<file path="src/hw/rtl/png_chunk_locator_top_defines.svh">
// Assertion macros for the PNG chunk locator.
// Every macro samples on posedge clk and is disabled while rst_n is low.
`ifndef PNG_CHUNK_LOCATOR_TOP_DEFINES_SVH
`define PNG_CHUNK_LOCATOR_TOP_DEFINES_SVH

// Same-cycle implication.
`define PCL_ASSERT_NOW(lbl, ante, cons, msg) \
  lbl: assert property (@(posedge clk) disable iff (!rst_n) (ante) |-> (cons)) \
    else $error(msg);

// Next-cycle implication.
`define PCL_ASSERT_NEXT(lbl, ante, cons, msg) \
  lbl: assert property (@(posedge clk) disable iff (!rst_n) (ante) |=> (cons)) \
    else $error(msg);

`endif

</file>
<file path="src/hw/rtl/pcl_pkg.sv">
// Shared types and constants for the PNG chunk locator.
// No dependencies; imported by the parser and the top level.
package pcl_pkg;

  localparam int unsigned SIG_BYTES  = 8;
  localparam int unsigned TYPE_BYTES = 4;

  localparam logic [3:0]  POS_SAT       = 4'(SIG_BYTES + TYPE_BYTES - 1);
  localparam logic [1:0]  CRC_LAST      = 2'(TYPE_BYTES - 1);
  localparam logic [31:0] TARGET_RESET  = 32'h4948_4452;

  typedef enum logic [3:0] {
    PH_SEARCH = 4'b0001,
    PH_SKIP   = 4'b0010,
    PH_CRC    = 4'b0100,
    PH_DONE   = 4'b1000
  } pcl_phase_t;

  typedef struct packed {
    logic [7:0] byte_value;
    logic       first_byte;
    logic       last_byte;
  } pcl_item_t;

  typedef struct packed {
    logic        found;
    logic [31:0] chunk_length;
    logic [31:0] chunk_crc;
  } pcl_result_t;

endpackage

</file>
<file path="src/hw/rtl/pcl_if.sv">
// Valid/ready channel interfaces for the PNG chunk locator.
// pcl_in_if carries file bytes, pcl_out_if carries located-chunk results.
interface pcl_in_if;
  logic       valid;
  logic       ready;
  logic [7:0] byte_value;
  logic       first_byte;
  logic       last_byte;

  modport source (output valid, output byte_value, output first_byte,
                  output last_byte, input ready);
  modport sink   (input valid, input byte_value, input first_byte,
                  input last_byte, output ready);
endinterface

interface pcl_out_if;
  logic        valid;
  logic        ready;
  logic        found;
  logic [31:0] chunk_length;
  logic [31:0] chunk_crc;

  modport source (output valid, output found, output chunk_length,
                  output chunk_crc, input ready);
  modport sink   (input valid, input found, input chunk_length,
                  input chunk_crc, output ready);
endinterface

</file>
<file path="src/hw/rtl/pcl_parse.sv">
// Parse state of the PNG chunk locator: search, skip, CRC gather.
// Depends on pcl_pkg; one byte is consumed on each cycle that go is high.
module pcl_parse
  import pcl_pkg::*;
(
  input  logic        clk,
  input  logic        rst_n,
  input  logic        go,
  input  pcl_item_t   item,
  input  logic [31:0] target,
  output logic        res_vld,
  output pcl_result_t res
);

  pcl_phase_t  phase_r,  phase_nxt;
  logic [3:0]  pos_r,    pos_nxt;
  logic [63:0] recent_r, recent_nxt;
  logic [31:0] held_r,   held_nxt;
  logic [31:0] rem_r,    rem_nxt;
  logic [31:0] crc_r,    crc_nxt;
  logic [1:0]  seen_r,   seen_nxt;

  pcl_phase_t  cur_phase;
  logic [3:0]  cur_pos;
  logic [63:0] cur_recent;
  logic [31:0] cur_held;
  logic [31:0] cur_rem;
  logic [31:0] cur_crc;
  logic [1:0]  cur_seen;
  logic        hit;
  logic        active;

  always_comb begin
    // a first mark restarts from the cleared state
    cur_phase  = item.first_byte ? PH_SEARCH : phase_r;
    cur_pos    = item.first_byte ? 4'd0  : pos_r;
    cur_recent = item.first_byte ? 64'd0 : recent_r;
    cur_held   = item.first_byte ? 32'd0 : held_r;
    cur_rem    = item.first_byte ? 32'd0 : rem_r;
    cur_crc    = item.first_byte ? 32'd0 : crc_r;
    cur_seen   = item.first_byte ? 2'd0  : seen_r;

    phase_nxt  = cur_phase;
    pos_nxt    = cur_pos;
    recent_nxt = cur_recent;
    held_nxt   = cur_held;
    rem_nxt    = cur_rem;
    crc_nxt    = cur_crc;
    seen_nxt   = cur_seen;
    hit        = 1'b0;
    active     = 1'b1;

    case (cur_phase)
      PH_SEARCH: begin
        recent_nxt = {cur_recent[55:0], item.byte_value};
        // chunk type must start at or after the end of the signature
        if (cur_pos >= POS_SAT && recent_nxt[31:0] == target) begin
          held_nxt  = recent_nxt[63:32];
          rem_nxt   = recent_nxt[63:32];
          crc_nxt   = 32'd0;
          seen_nxt  = 2'd0;
          phase_nxt = (recent_nxt[63:32] != 32'd0) ? PH_SKIP : PH_CRC;
        end
        if (cur_pos < POS_SAT) begin
          pos_nxt = cur_pos + 4'd1;
        end
      end
      PH_SKIP: begin
        rem_nxt = cur_rem - 32'd1;
        if (rem_nxt == 32'd0) begin
          phase_nxt = PH_CRC;
        end
      end
      PH_CRC: begin
        crc_nxt = {cur_crc[23:0], item.byte_value};
        if (cur_seen == CRC_LAST) begin
          hit       = 1'b1;
          phase_nxt = PH_DONE;
        end else begin
          seen_nxt = cur_seen + 2'd1;
        end
      end
      default: begin
        active = 1'b0;
      end
    endcase

    if (!hit && active && item.last_byte) begin
      phase_nxt = PH_DONE;
    end

    res_vld          = hit || (active && item.last_byte);
    res.found        = hit;
    res.chunk_length = hit ? held_nxt : 32'd0;
    res.chunk_crc    = hit ? crc_nxt  : 32'd0;
  end

  always_ff @(posedge clk) begin
    if (!rst_n) begin
      phase_r  <= PH_SEARCH;
      pos_r    <= 4'd0;
      recent_r <= 64'd0;
      held_r   <= 32'd0;
      rem_r    <= 32'd0;
      crc_r    <= 32'd0;
      seen_r   <= 2'd0;
    end else if (go) begin
      phase_r  <= phase_nxt;
      pos_r    <= pos_nxt;
      recent_r <= recent_nxt;
      held_r   <= held_nxt;
      rem_r    <= rem_nxt;
      crc_r    <= crc_nxt;
      seen_r   <= seen_nxt;
    end
  end

endmodule

</file>
<file path="src/hw/rtl/png_chunk_locator_top.sv">
// PNG chunk locator, top level.
// in_byte takes one file byte per transaction with first/last markers; the
// first marker restarts the parse. After the 8-byte signature the block looks
// for the configured four-byte chunk type, reads the length before it, skips
// the data and returns the big-endian CRC on out_res with found=1. If the
// last byte arrives first, one transaction with found=0 and zero fields.
// cfg_we/cfg_wdata write the chunk type; reset value is "IHDR".
// Throughput: one byte per cycle unless out_res stalls a result, set by the
// single parse step between the input register and the result register.
// A byte completing a result is held in the input register, and the parse
// step then loads the result into the result register that drives out_res.
// Reset (synchronous, rst_n low) empties both registers and returns the
// parser to search; bytes without a first marker then start a new file.
// When out_res stalls, bytes that make no result keep flowing; a byte that
// would make a second result waits in the input register and in_byte drops
// ready until the pending result is taken.
`include "png_chunk_locator_top_defines.svh"

module png_chunk_locator_top
  import pcl_pkg::*;
(
  input  logic        clk,
  input  logic        rst_n,
  pcl_in_if.sink      in_byte,
  pcl_out_if.source   out_res,
  input  logic        cfg_we,
  input  logic [31:0] cfg_wdata
);

  logic [31:0] target_r;
  logic        in_vld_r;
  pcl_item_t   item_r;
  logic        out_vld_r;
  pcl_result_t res_r;

  logic        proc_go;
  logic        out_stall;
  logic        res_vld;
  pcl_result_t res;

  always_ff @(posedge clk) begin
    if (!rst_n) begin
      target_r <= TARGET_RESET;
    end else if (cfg_we) begin
      target_r <= cfg_wdata;
    end
  end

  // advance the held byte unless it makes a result that cannot be stored
  assign out_stall     = out_vld_r && !out_res.ready;
  assign proc_go       = in_vld_r && (!res_vld || !out_stall);
  assign in_byte.ready = !in_vld_r || proc_go;

  always_ff @(posedge clk) begin
    if (!rst_n) begin
      in_vld_r <= 1'b0;
    end else if (in_byte.ready) begin
      in_vld_r <= in_byte.valid;
    end
  end

  always_ff @(posedge clk) begin
    if (in_byte.ready && in_byte.valid) begin
      item_r.byte_value <= in_byte.byte_value;
      item_r.first_byte <= in_byte.first_byte;
      item_r.last_byte  <= in_byte.last_byte;
    end
  end

  pcl_parse u_parse (
    .clk     (clk),
    .rst_n   (rst_n),
    .go      (proc_go),
    .item    (item_r),
    .target  (target_r),
    .res_vld (res_vld),
    .res     (res)
  );

  always_ff @(posedge clk) begin
    if (!rst_n) begin
      out_vld_r <= 1'b0;
    end else if (proc_go && res_vld) begin
      out_vld_r <= 1'b1;
    end else if (out_res.ready) begin
      out_vld_r <= 1'b0;
    end
  end

  always_ff @(posedge clk) begin
    if (proc_go && res_vld) begin
      res_r <= res;
    end
  end

  assign out_res.valid        = out_vld_r;
  assign out_res.found        = res_r.found;
  assign out_res.chunk_length = res_r.chunk_length;
  assign out_res.chunk_crc    = res_r.chunk_crc;

  `PCL_ASSERT_NOW(a_no_overwrite, in_vld_r && res_vld && out_stall, !proc_go, "result lost")
  `PCL_ASSERT_NEXT(a_result_loaded, proc_go && res_vld, out_vld_r, "result not presented")
  `PCL_ASSERT_NOW(a_empty_ready, !in_vld_r, in_byte.ready, "empty input stalls")
  `PCL_ASSERT_NOW(a_miss_zero, out_vld_r && !res_r.found, res_r == '0, "nonzero miss fields")

endmodule

</file>
<file path="src/flat_wrapper.sv">
// flat-port wrapper written by rule: the top's interface ports become plain ports
module png_chunk_locator_top_flat import pcl_pkg::*;
  (clk, rst_n, cfg_we, cfg_wdata, in_byte_valid, in_byte_byte_value, in_byte_first_byte, in_byte_last_byte, in_byte_ready, out_res_valid, out_res_found, out_res_chunk_length, out_res_chunk_crc, out_res_ready);
  pcl_in_if in_byte_i ();
  pcl_out_if out_res_i ();
  input  logic clk;
  input  logic rst_n;
  input  logic cfg_we;
  input  logic [31:0] cfg_wdata;
  input wire logic [$bits(in_byte_i.valid)-1:0] in_byte_valid;
  input wire logic [$bits(in_byte_i.byte_value)-1:0] in_byte_byte_value;
  input wire logic [$bits(in_byte_i.first_byte)-1:0] in_byte_first_byte;
  input wire logic [$bits(in_byte_i.last_byte)-1:0] in_byte_last_byte;
  output wire logic [$bits(in_byte_i.ready)-1:0] in_byte_ready;
  output wire logic [$bits(out_res_i.valid)-1:0] out_res_valid;
  output wire logic [$bits(out_res_i.found)-1:0] out_res_found;
  output wire logic [$bits(out_res_i.chunk_length)-1:0] out_res_chunk_length;
  output wire logic [$bits(out_res_i.chunk_crc)-1:0] out_res_chunk_crc;
  input wire logic [$bits(out_res_i.ready)-1:0] out_res_ready;
  assign in_byte_i.valid = in_byte_valid;
  assign in_byte_i.byte_value = in_byte_byte_value;
  assign in_byte_i.first_byte = in_byte_first_byte;
  assign in_byte_i.last_byte = in_byte_last_byte;
  assign in_byte_ready = in_byte_i.ready;
  assign out_res_valid = out_res_i.valid;
  assign out_res_found = out_res_i.found;
  assign out_res_chunk_length = out_res_i.chunk_length;
  assign out_res_chunk_crc = out_res_i.chunk_crc;
  assign out_res_i.ready = out_res_ready;
  png_chunk_locator_top u_core (.clk(clk), .rst_n(rst_n), .in_byte(in_byte_i), .out_res(out_res_i), .cfg_we(cfg_we), .cfg_wdata(cfg_wdata));
endmodule
</file>
<file path="config.mk">
export PLATFORM = sky130hd
export DESIGN_NAME = png_chunk_locator_top_flat
export DESIGN_NICKNAME = d
export VERILOG_FILES = /design/src/hw/rtl/pcl_pkg.sv /design/src/hw/rtl/pcl_if.sv /design/src/hw/rtl/pcl_parse.sv /design/src/hw/rtl/png_chunk_locator_top.sv /design/src/flat_wrapper.sv
export VERILOG_INCLUDE_DIRS = /design/src /design/src/hw/rtl
export SDC_FILE = /design/constraint.sdc
export NUM_CORES = 1
export LEC_CHECK = 0
export BUFFER_PORTS_ARGS = -buffer_cell sky130_fd_sc_hd__buf_4
export CAP_MARGIN = 25
export CORE_MARGIN = 5
export CORE_UTILIZATION = 49
export CTS_CLUSTER_DIAMETER = 120
export DETAILED_ROUTE_END_ITERATION = 16
export PLACE_DENSITY = 0.82
export SYNTH_ARGS = -nofsm -noshare
export SYNTH_HDL_FRONTEND = slang
export SYNTH_SLANG_ARGS = --single-unit
</file>
<file path="constraint.sdc">
create_clock -name clk -period 3.8 [get_ports clk]
set_clock_uncertainty 0.2 [all_clocks]
set_input_delay 0.76 -clock clk [delete_from_list [all_inputs] [get_ports clk]]
set_output_delay 0.76 -clock clk [all_outputs]
set_load 0.005 [all_outputs]
</file>
==> flow_metrics.env, run 1 <==
export IMPL_antenna_cells=0
export IMPL_grt_pass1_vias=9376
export IMPL_maxCapViolCount=0
export IMPL_synth_commonest_cells="dfxtp_1 (188), nand2_1 (180), a21oi_1 (118)"
export IMPL_antenna_found_initial=0
export IMPL_htreeDepth=1
export IMPL_critPathMaxFanout=33
export IMPL_status="finished, final reports clean"
export IMPL_slowest_stage="edfxtp_1"
export IMPL_clockBufferDepth=3
export IMPL_clock_latency_ns=0.56
export IMPL_ys_top_cells_by_area="dfxtp_1 (33%), edfxtp_1 (20%), nand2_1 (5.9%), a21oi_1 (5.1%), a22o_1 (4.4%)"
export IMPL_drive_gt1_frac=0.163
export IMPL_io_buffer_count=113
export IMPL_place_inst=1593
export IMPL_synthCells=1222
export IMPL_fp_row_count=56
export IMPL_grt_pass1_wl_um=48900
export IMPL_path_buf_inv=4
export IMPL_worstPathArrival_ns=2.69
export IMPL_cts_buffers=28
export IMPL_grt_ovfl_total=0
export IMPL_slew_headroom=0.391
export IMPL_synth_nets=1271
export IMPL_max_freq_mhz=274
export IMPL_crit_top_cell="buf_4"
export IMPL_finalSetupTns_ns=0
export IMPL_ys_seq_area_frac=0.521
export IMPL_core_um2=23300
export IMPL_area_growth_pct=18.6
export IMPL_setup_viol=0
export IMPL_yosys_warnings=0
export IMPL_cp_cell_sequence="buf_4 > nor3b_2 > buf_6 > nand2_1 > inv_1 > or2_2 > nand3_1 > buf_4"
export IMPL_hold_start="in_byte_last_byte"
export IMPL_rsz0062_at_grt="false"
export IMPL_worstReg2RegEnd="u_core.u_parse.held_r[4]$_SDFFE_PN0P_"
export IMPL_synth_area_leader_cell="dfxtp_1"
export IMPL_drtIter0Drc=1049
export IMPL_initial_core_util=0.494
export IMPL_cp_required_ns=2.84
export IMPL_wirelength_um=30700
export IMPL_nNetsFinal=1357
export IMPL_start_kind="flop"
export IMPL_place_gp_congestion=0.938
export IMPL_post_drt_wl_per_cell_um=18.6
export IMPL_cellPowerDensity_nw_per_um2=450
export IMPL_fp_dieArea_um2=26700
export IMPL_p_leak_nw=5.01
export IMPL_max_vdd_ir_drop_uv=446
export IMPL_dp_hpwl_um=20400
export IMPL_postSynthAreaPerCell_um2=9.44
export IMPL_die_h_um=163
export IMPL_report_final_slew_viol_count=0
export IMPL_cts_clk_slew_worst_paths_ns=0.06
export IMPL_drc=0
export IMPL_finalCritPeriodShare=0.960
export IMPL_vias=9939
export IMPL_synth_seq_cells=263
export IMPL_grtUsageTotal=0.223
export IMPL_min_path_cells=1
export IMPL_tightestPinTransition_ns=0.908
export IMPL_max_stage_delay_ns=0.54
export IMPL_die_w_um=163
export IMPL_crit_type="flop to output pin"
export IMPL_cts_tree="done"
export IMPL_ys_flop_type="dfxtp_1"
export IMPL_final_cells=1649
export IMPL_via_per_inst=6.03
export IMPL_synth_area_um2=11500
export IMPL_cts_root_buffer="clkbuf_16"
export IMPL_whs_endpoint="u_core.item_r[0]$_DFFE_PP_"
export IMPL_grt_max_degree=62
export IMPL_fin_crit_ns=3.65
export IMPL_synth_async_reset_ratio=0
export IMPL_final_hold_violation_count=0
export IMPL_synth_distinct_cells=76
export IMPL_hp_class="input port to flop"
export IMPL_drt_pass1_iterations=5
export IMPL_synth_edf_count=75
export IMPL_yosys_cell_count_top_type="dfxtp_1"
export IMPL_reg2reg_depth=9
export IMPL_utilization=0.586
export IMPL_total_power_mw=6.16
export IMPL_ant_nets=0
export IMPL_ioPinCount=114
export IMPL_crit_family="buffers and inverters"
export IMPL_cts_sinks=263
export IMPL_r2r_setup_slack_ns=0.26
export IMPL_yosysTopAreaCellShare=0.326
export IMPL_end_kind="output pin"
export IMPL_reg2reg_from="u_core.item_r[1]$_DFFE_PP_"
## cells in the final DEF (no fill, tap or decap), drive strengths merged, types with 10 or more instances in the layout
master	netlist	final
o21ai	39	39
nor2b	10	10
clkbuf	59	32
o22ai	24	24
nand2	180	180
or3	10	10
nand2b	11	11
nand3	56	56
a31oi	11	11
nor4	15	15
clkinv	0	14
and3	37	37
mux2i	34	34
nor2	86	86
a22oi	13	13
buf	31	146
nand4	13	13
inv	11	12
a22o	58	58
nor3	15	15
edfxtp	75	75
xnor2	14	14
dfxtp	188	188
a21oi	120	120
xor2	15	15
## sequential cells by signal, summed over array words and instances (netlist names)
signal and count:
u_core.in_vld_r 1, u_core.item_r 10, u_core.out_res.chunk_crc 32, u_core.out_res.chunk_length 32, u_core.out_res.found 1, u_core.out_res.valid 1, u_core.target_r 32, u_core.u_parse.crc_r 24
u_core.u_parse.held_r 32, u_core.u_parse.phase_r 4, u_core.u_parse.pos_r 4, u_core.u_parse.recent_r 56, u_core.u_parse.rem_r 32, u_core.u_parse.seen_r 2
## timing repair
action | CTS | global route
hold buffers | 0 | 0
gates resized for setup | 0 | 1
setup buffers | 0 | 4
endpoints found under the setup margin | 0 | 1
## layer usage
metal	GRT usage	wire length, µm
met2	0.350	14000
met3	0.0373	2710
met1	0.316	13000
met5	0	0
met4	0.0709	928
## metrics by stage
step | hold WS [ns] | setup slack, ns | area, µm²
after floorplan | 0.227 | 0.145 | 11500
after global placement | 0.247 | 0.341 | 12700
after detailed placement | 0.251 | 0.329 | 12700
after CTS | 0.162 | 0.0686 | 13600
after global routing | 0.165 | 0.0179 | 13700
final | 0.174 | 0.154 | 13700
## where the power goes
group | total (mW) | switching [mW] | internal [mW]
registers | 2.99 | 0.0522 | 2.94
logic | 0.360 | 0.216 | 0.144
clock network | 2.81 | 1.13 | 1.68
total | 6.16 | 1.40 | 4.76
## worst max-delay path by stage
stage                                    startpoint                                            end  slack [ns]  cells after the start
2_1_floorplan            u_core.item_r[1]$_DFFE_PP_  u_core.out_res.chunk_length[25]$_SDFFCE_PN0P_        0.15                     15
3_3_place_gp   u_core.u_parse.rem_r[3]$_SDFFE_PN0P_         u_core.u_parse.phase_r[1]$_SDFFE_PN0P_        0.34                      7
3_5_place_dp   u_core.u_parse.rem_r[3]$_SDFFE_PN0P_         u_core.u_parse.phase_r[1]$_SDFFE_PN0P_        0.33                      7
4_1_cts                  u_core.item_r[1]$_DFFE_PP_                                  in_byte_ready        0.07                      8
5_1_grt                  u_core.item_r[1]$_DFFE_PP_                                  in_byte_ready        0.02                      8
6_report                 u_core.item_r[1]$_DFFE_PP_                                  in_byte_ready        0.15                      8
## cells by family (layout without fill, tap and decap cells)
logic type | count (synthesis) | after routing | share of synthesized area
simple gates | 470 | 470 | 0.205
flops | 263 | 263 | 0.521
xor+xnor | 29 | 29 | 0.0220
compound gates | 323 | 323 | 0.183
mux | 34 | 34 | 0.0295
buf+inv | 101 | 209 | 0.0367
fa+ha+maj | 2 | 2 | 0.00217
## layout make-up
class	instances	area, µm²
repair buffers	146	1120
inverters	11	41.3
well taps	319	399
clock buffers	32	737
fillers	1895	9650
clock inverters	20	234
multi-input cells	858	5130
flip-flops and latches	263	6020
Power figures use the tool's default switching activity.
==> inputs of run 2 (changes only) <==
--- a/config.mk
+++ b/config.mk
@@ -6,13 +6,14 @@
 export SDC_FILE = /design/constraint.sdc
 export NUM_CORES = 1
 export LEC_CHECK = 0
+export ABC_AREA = 1
 export BUFFER_PORTS_ARGS = -buffer_cell sky130_fd_sc_hd__buf_4
 export CAP_MARGIN = 25
 export CORE_MARGIN = 5
 export CORE_UTILIZATION = 49
 export CTS_CLUSTER_DIAMETER = 120
 export DETAILED_ROUTE_END_ITERATION = 16
-export PLACE_DENSITY = 0.82
+export PLACE_DENSITY = 0.81
 export SYNTH_ARGS = -nofsm -noshare
 export SYNTH_HDL_FRONTEND = slang
 export SYNTH_SLANG_ARGS = --single-unit
==> run 2 against run 1 <==
Global-route usage rose by 1.2 points. Maximum frequency rose by 2.4%. Clock power fell by 5%. Total power rose by 8.9%. Non-clock buffer count fell by 5. Via count rose by 34%. Sequential power rose by 4%. Synthesized area rose by 20%. Critical path depth rose by 2. Sequential cell count did not move. Critical endpoint unchanged. Largest cell class is now multi-input gates. Largest power group unchanged. Highest routed layer unchanged.
==> flow_metrics.env, run 2 <==
export IMPL_grt_pass1_vias=12564
export IMPL_synth_async_reset_ratio=0
export IMPL_nNetsFinal=2085
export IMPL_core_um2=27900
export IMPL_vias=13270
export IMPL_die_h_um=178
export IMPL_synth_compound_area_frac=0.175
export IMPL_synth_edf_count=75
export IMPL_synth_area_um2=13900
export IMPL_htreeDepth=1
export IMPL_critPathMaxFanout=40
export IMPL_fp_row_count=61
export IMPL_antenna_cells=0
export IMPL_fin_crit_ns=3.56
export IMPL_grt_pass1_wl_um=62100
export IMPL_cp_cell_sequence="buf_4 > buf_4 > nor2_1 > nor3_4 > nor2_2 > nand2_2 > nand3_1 > nand2_1 > nand3_1 > buf_4"
export IMPL_cts_hold_buf=0
export IMPL_placed_cell_area_um2=14800
export IMPL_cp_required_ns=2.84
export IMPL_end_kind="output pin"
export IMPL_report_final_slew_viol_count=0
export IMPL_postSynthAreaPerCell_um2=6.98
export IMPL_final_cells=2436
export IMPL_r2r_setup_slack_ns=0.44
export IMPL_tightestPinTransition_ns=0.878
export IMPL_ys_top_cells_by_area="dfxtp_1 (27%), edfxtp_1 (16%), nand2_1 (11%), nor2_1 (8.3%), inv_1 (7.4%)"
export IMPL_maxCapViolCount=0
export IMPL_layout_commonest_cell="nand2_1"
export IMPL_ys_flop_type="dfxtp_1"
export IMPL_regMostFlops="u_core.u_parse.recent_r"
export IMPL_cts_sinks=263
export IMPL_yosysTopAreaCellShare=0.271
export IMPL_status="finished, final reports clean"
export IMPL_whs_endpoint="u_core.item_r[9]$_DFFE_PP_"
export IMPL_hold_start="in_byte_byte_value[7]"
export IMPL_synth_seq_cells=263
export IMPL_drtIter0Drc=1329
export IMPL_crit_top_cell="buf_4"
export IMPL_postLayoutCellArea_um2=15800
export IMPL_cts_repair_resized=0
export IMPL_pre_cts_slack_ns=0.389
export IMPL_place_gp_congestion=0.971
export IMPL_reg2reg_from="u_core.item_r[1]$_DFFE_PP_"
export IMPL_synthCells=1986
export IMPL_switching_power_mw=1.80
export IMPL_cellPowerDensity_nw_per_um2=424
export IMPL_yosys_cell_count_top_type="nand2_1"
export IMPL_reg2reg_depth=14
export IMPL_worstPathArrival_ns=2.60
export IMPL_synth_xor_area_share=0.0114
export IMPL_ant_nets=0
export IMPL_final_hold_violation_count=0
export IMPL_drc=0
export IMPL_area_growth_pct=14.1
export IMPL_via_per_inst=5.45
export IMPL_start_kind="flop"
export IMPL_place_inst=2380
export IMPL_final_cell_mix="nand2_1 (391), nor2_1 (307), inv_1 (271)"
export IMPL_finalCritPeriodShare=0.937
export IMPL_yosys_area_share_adder=0.00180
export IMPL_path_buf_inv=3
export IMPL_synthMuxAreaShare=0
export IMPL_crit_family="simple AND/OR/NAND/NOR gates"
export IMPL_drive_gt1_frac=0.103
export IMPL_ioPinCount=114
export IMPL_synth_top_family_by_area="simple AND/OR/NAND/NOR gates"
export IMPL_switching_share=0.268
export IMPL_post_cts_setup_buffers=0
export IMPL_rsz0062_at_grt="false"
export IMPL_max_vdd_ir_drop_uv=314
export IMPL_hp_class="input port to flop"
export IMPL_grt_max_degree=198
export IMPL_ys_seq_area_frac=0.434
export IMPL_worstReg2RegEnd="u_core.u_parse.held_r[18]$_SDFFE_PN0P_"
export IMPL_internal_power_mw=4.91
export IMPL_grt_ovfl_total=0
export IMPL_post_drt_wl_per_cell_um=15.5
export IMPL_initial_core_util=0.498
export IMPL_crit_type="flop to output pin"
export IMPL_wirelength_um=37700
export IMPL_drt_pass1_iterations=6
export IMPL_cts_root_buffer="clkbuf_16"
export IMPL_finalSetupTns_ns=0
export IMPL_hold_slack_ns=0.200
export IMPL_setup_viol=0
export IMPL_grtUsageTotal=0.234
export IMPL_cts_buffers=29
export IMPL_synth_distinct_cells=43
export IMPL_slew_headroom=0.415
export IMPL_cts_clk_slew_worst_paths_ns=0.06
export IMPL_synth_area_leader_cell="dfxtp_1"
export IMPL_synth_commonest_cells="nand2_1 (392), nor2_1 (307), inv_1 (273)"
export IMPL_die_w_um=178
export IMPL_timing_final_ws_setup_ns=0.240
export IMPL_clock_latency_ns=0.54
export IMPL_p_leak_nw=6.96
export IMPL_max_freq_mhz=281
export IMPL_dp_hpwl_um=24800
export IMPL_clockBufferDepth=3
export IMPL_largest_reg_flops=56
export IMPL_min_path_cells=1
export IMPL_cts_tree="done"
export IMPL_slowest_stage="buf_4"
export IMPL_max_stage_delay_ns=0.42
export IMPL_p_comb_frac=0.138
export IMPL_synth_nets=2035
export IMPL_io_buffer_count=113
export IMPL_antenna_found_initial=0
export IMPL_seq_power_share=0.462
export IMPL_yosys_warnings=0
export IMPL_fp_dieArea_um2=31800
export IMPL_synth_simple_area_share=0.260
export IMPL_clkPwrFrac=0.400
-- run 2: cell types whose count changed in the layout (fill, tap and decap cells not counted), moves of 47 or more --
cell | before | now
o211ai_1 | 4 | 51
nand2_1 | 179 | 391
o21ai_0 | 37 | 130
a22o_1 | 58 | 0
nor2_1 | 83 | 307
inv_1 | 10 | 271
-- run 2: per-layer routing --
metal	vias up	GRT usage	routed length, µm
li1	6567	-	-
met5	-	0	0
met2	483	0.386	17700
met3	65	0.0333	2650
met4	0	0.0732	873
met1	6155	0.321	16500
-- run 2: area by class of cell --
cell class | instances | area (µm²)
Clock buffer | 39 | 793
Clock inverter | 14 | 114
Fill cell | 2533 | 12000
Inverter | 281 | 1060
Multi-Input combinational cell | 1320 | 6220
Sequential cell | 263 | 6020
Tap cell | 378 | 473
Timing Repair Buffer | 141 | 1150
-- run 2: worst max-delay path by stage --
stage | from | endpoint | slack [ns] | depth (start not counted)
6_report | u_core.item_r[1]$_DFFE_PP_ | in_byte_ready | 0.24 | 10
5_1_grt | u_core.item_r[1]$_DFFE_PP_ | in_byte_ready | 0.03 | 10
4_1_cts | u_core.item_r[1]$_DFFE_PP_ | in_byte_ready | 0.23 | 10
3_5_place_dp | u_core.item_r[1]$_DFFE_PP_ | u_core.u_parse.crc_r[13]$_SDFFE_PN0P_ | 0.39 | 14
3_3_place_gp | u_core.item_r[1]$_DFFE_PP_ | u_core.u_parse.pos_r[3]$_SDFFE_PN0P_ | 0.50 | 13
2_1_floorplan | u_core.item_r[1]$_DFFE_PP_ | u_core.out_res.chunk_crc[0]$_SDFFCE_PN0P_ | 0.31 | 13
-- run 2: cells by family (layout without fill, tap and decap cells) --
kind of cell | count (synthesis) | after routing
flops | 263 | 263
simple gates | 877 | 877
fa+ha+maj | 2 | 2
buf+inv | 403 | 475
xor+xnor | 18 | 18
compound gates | 423 | 423
-- run 2: metrics by stage --
stage / util / power (mW)
after global placement: 0.533 / 4.03
after detailed placement: 0.533 / 4.05
final: 0.568 / 6.71
after CTS: 0.565 / 6.74
after floorplan: - / 3.79
after global routing: 0.568 / 7.01
-- run 2: power by group through the flow --
stage               sequential, mW  clock, mW  combinational, mW
detailed placement            3.15          0              0.902
finish                        3.10       2.68              0.929
CTS                           3.09       2.73              0.911
global route                  3.11       2.86               1.04
floorplan                     3.13          0              0.657
global placement              3.15          0              0.886
